<file path="src/rtl/ltpd_pkg.sv">
`timescale 1ns / 1ps

package ltpd_pkg;

    localparam int HEADER_BYTES = 8;
    localparam int WORD_BYTES   = 4;
    localparam int COUNT_W      = $clog2(HEADER_BYTES);

    localparam logic [COUNT_W-1:0] LAST_HEADER_POS = COUNT_W'(HEADER_BYTES - 1);

    typedef struct packed {
        logic [7:0]  payload_byte;
        logic [31:0] message_type;
        logic [31:0] message_length;
        logic        first_of_message;
        logic        last_of_message;
        logic        empty_message;
    } t_result;

endpackage

</file>
<file path="src/rtl/ltpd_core.sv">
`timescale 1ns / 1ps

module ltpd_core (
    input  logic             i_clk,
    input  logic             i_rst_n,
    input  logic             i_accept,
    input  logic [7:0]       i_stream_byte,
    output logic             o_res_valid,
    output ltpd_pkg::t_result o_result
);

    logic [ltpd_pkg::COUNT_W-1:0] r_header_count, n_header_count;
    logic                         r_in_payload, n_in_payload;
    logic [31:0]                  r_length_word, n_length_word;
    logic [31:0]                  r_type_word, n_type_word;
    logic [31:0]                  r_bytes_remaining, n_bytes_remaining;
    logic                         r_first_pending, n_first_pending;
    logic                         w_last_byte;
    logic [4:0]                   w_lane;

    assign w_last_byte = (r_bytes_remaining <= 32'd1);
    assign w_lane      = {r_header_count[1:0], 3'b000};

    always_comb begin
        n_header_count    = r_header_count;
        n_in_payload      = r_in_payload;
        n_length_word     = r_length_word;
        n_type_word       = r_type_word;
        n_bytes_remaining = r_bytes_remaining;
        n_first_pending   = r_first_pending;
        o_res_valid       = 1'b0;
        o_result          = '0;
        o_result.message_type   = r_type_word;
        o_result.message_length = r_length_word;

        if (!r_in_payload) begin
            if (r_header_count < ltpd_pkg::COUNT_W'(ltpd_pkg::WORD_BYTES)) begin
                n_length_word[w_lane +: 8] = i_stream_byte;
            end else begin
                n_type_word[w_lane +: 8] = i_stream_byte;
            end
            if (r_header_count != ltpd_pkg::LAST_HEADER_POS) begin
                n_header_count = r_header_count + 1'b1;
            end else begin
                n_header_count = '0;
                if (r_length_word == 32'd0) begin
                    o_res_valid                = 1'b1;
                    o_result.message_type      = n_type_word;
                    o_result.first_of_message  = 1'b1;
                    o_result.last_of_message   = 1'b1;
                    o_result.empty_message     = 1'b1;
                end else begin
                    n_in_payload      = 1'b1;
                    n_bytes_remaining = r_length_word;
                    n_first_pending   = 1'b1;
                end
            end
        end else begin
            o_res_valid               = 1'b1;
            o_result.payload_byte     = i_stream_byte;
            o_result.first_of_message = r_first_pending;
            o_result.last_of_message  = w_last_byte;
            n_first_pending           = 1'b0;
            if (w_last_byte) begin
                n_bytes_remaining = '0;
                n_in_payload      = 1'b0;
                n_header_count    = '0;
            end else begin
                n_bytes_remaining = r_bytes_remaining - 32'd1;
            end
        end
    end

    always_ff @(posedge i_clk) begin
        if (!i_rst_n) begin
            r_header_count    <= '0;
            r_in_payload      <= 1'b0;
            r_length_word     <= '0;
            r_type_word       <= '0;
            r_bytes_remaining <= '0;
            r_first_pending   <= 1'b0;
        end else if (i_accept) begin
            r_header_count    <= n_header_count;
            r_in_payload      <= n_in_payload;
            r_length_word     <= n_length_word;
            r_type_word       <= n_type_word;
            r_bytes_remaining <= n_bytes_remaining;
            r_first_pending   <= n_first_pending;
        end
    end

    a_empty_marks: assert property (@(posedge i_clk) disable iff (!i_rst_n)
        (o_res_valid && o_result.empty_message) |->
        (o_result.first_of_message && o_result.last_of_message
         && o_result.payload_byte == 8'd0 && o_result.message_length == 32'd0))
        else $error("empty item without first/last marks");

    a_payload_state: assert property (@(posedge i_clk) disable iff (!i_rst_n)
        r_in_payload |-> (r_header_count == '0 && r_bytes_remaining != 32'd0))
        else $error("payload state inconsistent");

    a_last_leaves: assert property (@(posedge i_clk) disable iff (!i_rst_n)
        (i_accept && r_in_payload && w_last_byte) |=> !r_in_payload)
        else $error("payload did not end after last byte");

endmodule

</file>
<file path="src/rtl/ltpd_out_reg.sv">
`timescale 1ns / 1ps

module ltpd_out_reg (
    input  logic              i_clk,
    input  logic              i_rst_n,
    input  logic              i_load,
    input  ltpd_pkg::t_result i_result,
    input  logic              i_ready,
    output logic              o_can_load,
    output logic              o_valid,
    output ltpd_pkg::t_result o_result
);

    logic              r_valid;
    ltpd_pkg::t_result r_result;

    assign o_can_load = !r_valid || i_ready;
    assign o_valid    = r_valid;
    assign o_result   = r_result;

    always_ff @(posedge i_clk) begin
        if (!i_rst_n) begin
            r_valid <= 1'b0;
        end else if (o_can_load) begin
            r_valid <= i_load;
        end
    end

    always_ff @(posedge i_clk) begin
        if (o_can_load && i_load) begin
            r_result <= i_result;
        end
    end

endmodule

</file>
<file path="src/rtl/length_type_prefixed_deframer.sv">
`timescale 1ns / 1ps
// channel | handshake          | payload
// in      | i_valid / o_ready  | i_stream_byte[7:0]
// out     | o_valid / i_ready  | o_payload_byte, o_message_type, o_message_length,
//         |                    | o_first_of_message, o_last_of_message, o_empty_message
//
// One item per cycle while o_ready is high; results come the cycle after input.
// Header bytes give no result; the eighth header byte gives one only when the
// length is zero. Each payload byte gives one result.
// Synchronous active-low reset clears the header counter and payload state.
// A stalled output holds; o_ready drops only while a result waits and
// i_ready is low.

module length_type_prefixed_deframer (
    input  logic        i_clk,
    input  logic        i_rst_n,
    input  logic        i_valid,
    output logic        o_ready,
    input  logic [7:0]  i_stream_byte,
    output logic        o_valid,
    input  logic        i_ready,
    output logic [7:0]  o_payload_byte,
    output logic [31:0] o_message_type,
    output logic [31:0] o_message_length,
    output logic        o_first_of_message,
    output logic        o_last_of_message,
    output logic        o_empty_message
);

    logic              w_accept;
    logic              w_res_valid;
    logic              w_can_load;
    ltpd_pkg::t_result w_result;
    ltpd_pkg::t_result w_out;

    assign o_ready  = w_can_load;
    assign w_accept = i_valid && w_can_load;

    ltpd_core u_core (
        .i_clk         (i_clk),
        .i_rst_n       (i_rst_n),
        .i_accept      (w_accept),
        .i_stream_byte (i_stream_byte),
        .o_res_valid   (w_res_valid),
        .o_result      (w_result)
    );

    ltpd_out_reg u_out_reg (
        .i_clk      (i_clk),
        .i_rst_n    (i_rst_n),
        .i_load     (w_accept && w_res_valid),
        .i_result   (w_result),
        .i_ready    (i_ready),
        .o_can_load (w_can_load),
        .o_valid    (o_valid),
        .o_result   (w_out)
    );

    assign o_payload_byte     = w_out.payload_byte;
    assign o_message_type     = w_out.message_type;
    assign o_message_length   = w_out.message_length;
    assign o_first_of_message = w_out.first_of_message;
    assign o_last_of_message  = w_out.last_of_message;
    assign o_empty_message    = w_out.empty_message;

endmodule
</file>
<file path="config.mk">
export PLATFORM = sky130hd
export DESIGN_NAME = length_type_prefixed_deframer
export DESIGN_NICKNAME = d
export VERILOG_FILES = /design/src/rtl/ltpd_pkg.sv /design/src/rtl/ltpd_core.sv /design/src/rtl/ltpd_out_reg.sv /design/src/rtl/length_type_prefixed_deframer.sv
export SDC_FILE = /design/constraint.sdc
export NUM_CORES = 1
export LEC_CHECK = 0
export ABC_CLOCK_PERIOD_IN_PS = 6500
export BUFFER_PORTS_ARGS = -buffer_cell sky130_fd_sc_hd__buf_2
export CAP_MARGIN = 40
export CORE_ASPECT_RATIO = 0.75
export CORE_UTILIZATION = 42
export CTS_CLUSTER_SIZE = 16
export DETAILED_ROUTE_END_ITERATION = 6
export PLACE_DENSITY_LB_ADDON = 0.08
export SLEW_MARGIN = 20
export SYNTH_ARGS = -nofsm -noshare
export SYNTH_HDL_FRONTEND = slang
export SYNTH_SLANG_ARGS = --single-unit
</file>
<file path="constraint.sdc">
create_clock -name i_clk -period 6.5 [get_ports i_clk]
set_input_delay 0.325 -clock i_clk [delete_from_list [all_inputs] [get_ports i_clk]]
set_output_delay 0.325 -clock i_clk [all_outputs]
set_load 0.05 [all_outputs]
</file>
==> out/results.tsv <==
stage	metric	value	unit
timing	Fin Hold WS	225	ps
grt	vias in the first global route	5951	
critical_path	Arr. time, crit path	3480	ps
timing	Max Fclk	0.317	GHz
critical_path	WP data required	6820	ps
timing	RSZ-0062 raised after global routing	no	
synthesis	Area contributors post-synth	edfxtp_1, dfxtp_1, a21oi_1	
synthesis	Cells after Synth	769	
routing	ANT nets after route	0	
synthesis	yosys warns	0	
synthesis	register bit total from synthesis	177	
synthesis	synth cell count leaders	nor2_1, dfxtp_1, a21oi_1, edfxtp_1, nand2_1	
floorplan	die extent in y	118	µm
grt	initial antenna violation count	0	
synthesis	Yosys top cell by area	edfxtp_1	
placed_design	Final Wtd Congestion	0.868	
cts	CTS Root Buffer Type	clkbuf_16	
routing	DRT Pass-1 Iters	6	
critical_path	crit path buf inv count	0	
placed_design	dpl hpwl	14900	µm
run_status	status	complete, no violations	
cts	H-tree levels	4	
cts	CTS Buf Count	17	
synthesis	number of distinct library cells after synthesis	54	
synthesis	sequential cell area fraction in the yosys report	57.0	%
routing	drt initial violations	628	
finish	fin nets	872	
finish	register area	0.00429	mm²
floorplan	# IOs	89	
cts	CTS tree	built	
timing	Clock Skew	10.5	ps
timing	Final Critical Period	3160	ps
critical_path	critical-path maximum fanout	20	
power	leakage	3.35	nW
finish	area of the multi-input gates	0.00304	mm²
synthesis	asr flop ratio synth	0	%
routing	via/cell ratio	5.67	
floorplan	DIE AREA	0.0185	mm²
finish	Filler cells	1614	
synthesis	post-synth net total	790	
cts	postcts setup bufs	0	
timing	final period utilization	48.6	%
synthesis	Synth Flop Type	dfxtp_1	
timing	Worst slew margin	43.6	%
cts	Clock Sinks	177	
critical_path	Crit-path slowest cell	nor4_1	
grt	first-pass GRT wire length	33500	µm
floorplan	Row Count	42	
routing	Post-route DRC	0	
synthesis	Post-synth EDFFs	75	
finish	diode count	0	
synthesis	most common cell in the netlist	nor2_1	
floorplan	Placeable Area	0.0176	mm²
cts	post-CTS sizing	0	
timing	Slew @ Worst Pin	845	ps
cts	CTS clk-pin slew, worst paths	70	ps
critical_path	CP Launch Type	flop	
critical_path	Top Family by Delay on Critical Path	simple AND/OR/NAND/NOR gates	
finish	fraction of layout cells with a size suffix above 1	19.6	%
timing	final hold violation count	0	
routing	Routed WL	21400	µm
synthesis	Post-Synthesis Cell Area	0.00753	mm²
critical_path	CP endpoint kind	flop	
power	pwr dens	256	mW/mm²
cts	Worst-Skew Late Latency	440	ps
timing	setup TNS	0	ps
timing	Setup violations, final	0	
critical_path	crit-path cells	nor4_1, nand2_1, nor2_2, a211o_1, o21ai_0, a221o_1	
power	Worst VDD drop	151	µV
timing	fin. max-slew vios	0	
routing	routed len/inst	19.4	µm
synthesis	Synth top area share	29.9	%
cts	hold_buf cts	0	
job	max-capacitance violation count	0	
floorplan	x dimension of the die	157	µm
synthesis	Synth Area per Inst	9.79	µm²
finish	Area growth, synth to finish	17.3	%
critical_path	Worst Setup Path Type	reg2reg	
routing	via count	6272	
critical_path	Crit path largest cell delay	710	ps
floorplan	Initial Util	42.8	%
grt	Total GRT Usage	24.0	%
grt	total grt overflow	0	
min_path	Min-Delay Path Class	in2reg	
grt	pin count of the biggest net entering global routing	78	
cts	Max clock buf depth	2	
placed_design	# port buffers	88	
metal layers:
metal | global-route usage, % | part of all wire, % | vias up
met3 | 5.71 | 6.3 | 16
met1 | 33.9 | 48 | 3073
li1 | - | - | 2952
met4 | 6.13 | 0.95 | 0
met5 | 0 | 0 | -
met2 | 36.7 | 45 | 231
report_power, final:
group          switching (W)  internal [W]
registers         0.00000569       0.00115
clock network       0.000459      0.000542
logic              0.0000782     0.0000240
total               0.000543       0.00172
cell usage in the layout (no fill, tap or decap), types with 10 or more instances in the layout:
master	count
nor2_1	105
dfxtp_1	102
buf_2	89
a21oi_1	85
edfxtp_1	75
nand2_1	71
nor3_1	44
nand3_1	42
mux2_2	24
o21ai_1	23
clkbuf_16	19
inv_1	15
nor4_1	15
a221o_1	13
or3_1	10
nand2b_1	10
kinds of logic after synthesis:
kind of cell    count (synthesis)  synth area share [%]
flops                         177                  57.0
buf+inv                        54                  2.79
simple gates                  333                  21.1
fa+ha+maj                       9                  1.50
xor+xnor                        4                 0.465
compound gates                168                  13.5
mux                            24                  3.59
state kept, by name, summed over array words and instances (netlist names):
register                  flops
u_out_reg.o_result           75
u_core.r_bytes_remaining     32
u_core.r_length_word         32
u_core.r_type_word           32
u_core.r_header_count         3
u_core.r_first_pending        1
u_core.r_in_payload           1
u_out_reg.o_valid             1
worst paths after layout:
path | from | end | slack (ps) | cells after the start
max | u_core.r_bytes_remaining[10]$_SDFFE_PN0P_ | u_core.r_bytes_remaining[20]$_SDFFE_PN0P_ | 3340 | 6
min | i_stream_byte[1] | u_out_reg.o_result[68]$_SDFFCE_PN0P_ | 230 | 2
max reg2reg | u_core.r_bytes_remaining[10]$_SDFFE_PN0P_ | u_core.r_bytes_remaining[20]$_SDFFE_PN0P_ | 3340 | 6
min reg2reg | u_core.r_bytes_remaining[18]$_SDFFE_PN0P_ | u_core.r_bytes_remaining[18]$_SDFFE_PN0P_ | 470 | 1
per-stage QoR:
step | cells | power (W) | cell area (µm²) | utilization [%] | worst slack, ps
global route | 1106 | 0.00233 | 8840 | 50.2 | 3090
floorplan | 769 | 0.00125 | 7530 | - | 1580
detailed placement | 1072 | 0.00128 | 8230 | 46.8 | 3330
finish | 1106 | 0.00226 | 8840 | 50.2 | 3340
CTS | 1104 | 0.00227 | 8800 | 50.0 | 3330
global placement | 1067 | 0.00128 | 8190 | 46.5 | 3020
worst register-to-register path, delay by kind of cell (launching register included):
kind	cells	cell delay [ps]
AOI/OAI and AO/OA	3	1240
DFF	1	360
and+or+nand+nor	3	1460
layout make-up:
class                           count  area share (%)
Clock buffer                       20            5.42
Clock inverter                     12            1.03
Inverter                           16           0.680
Multi-Input combinational cell    538            34.4
Sequential cell                   177            48.6
Tap cell                          242            3.43
Timing Repair Buffer              101            6.40
(Power assumes the default switching activity.)
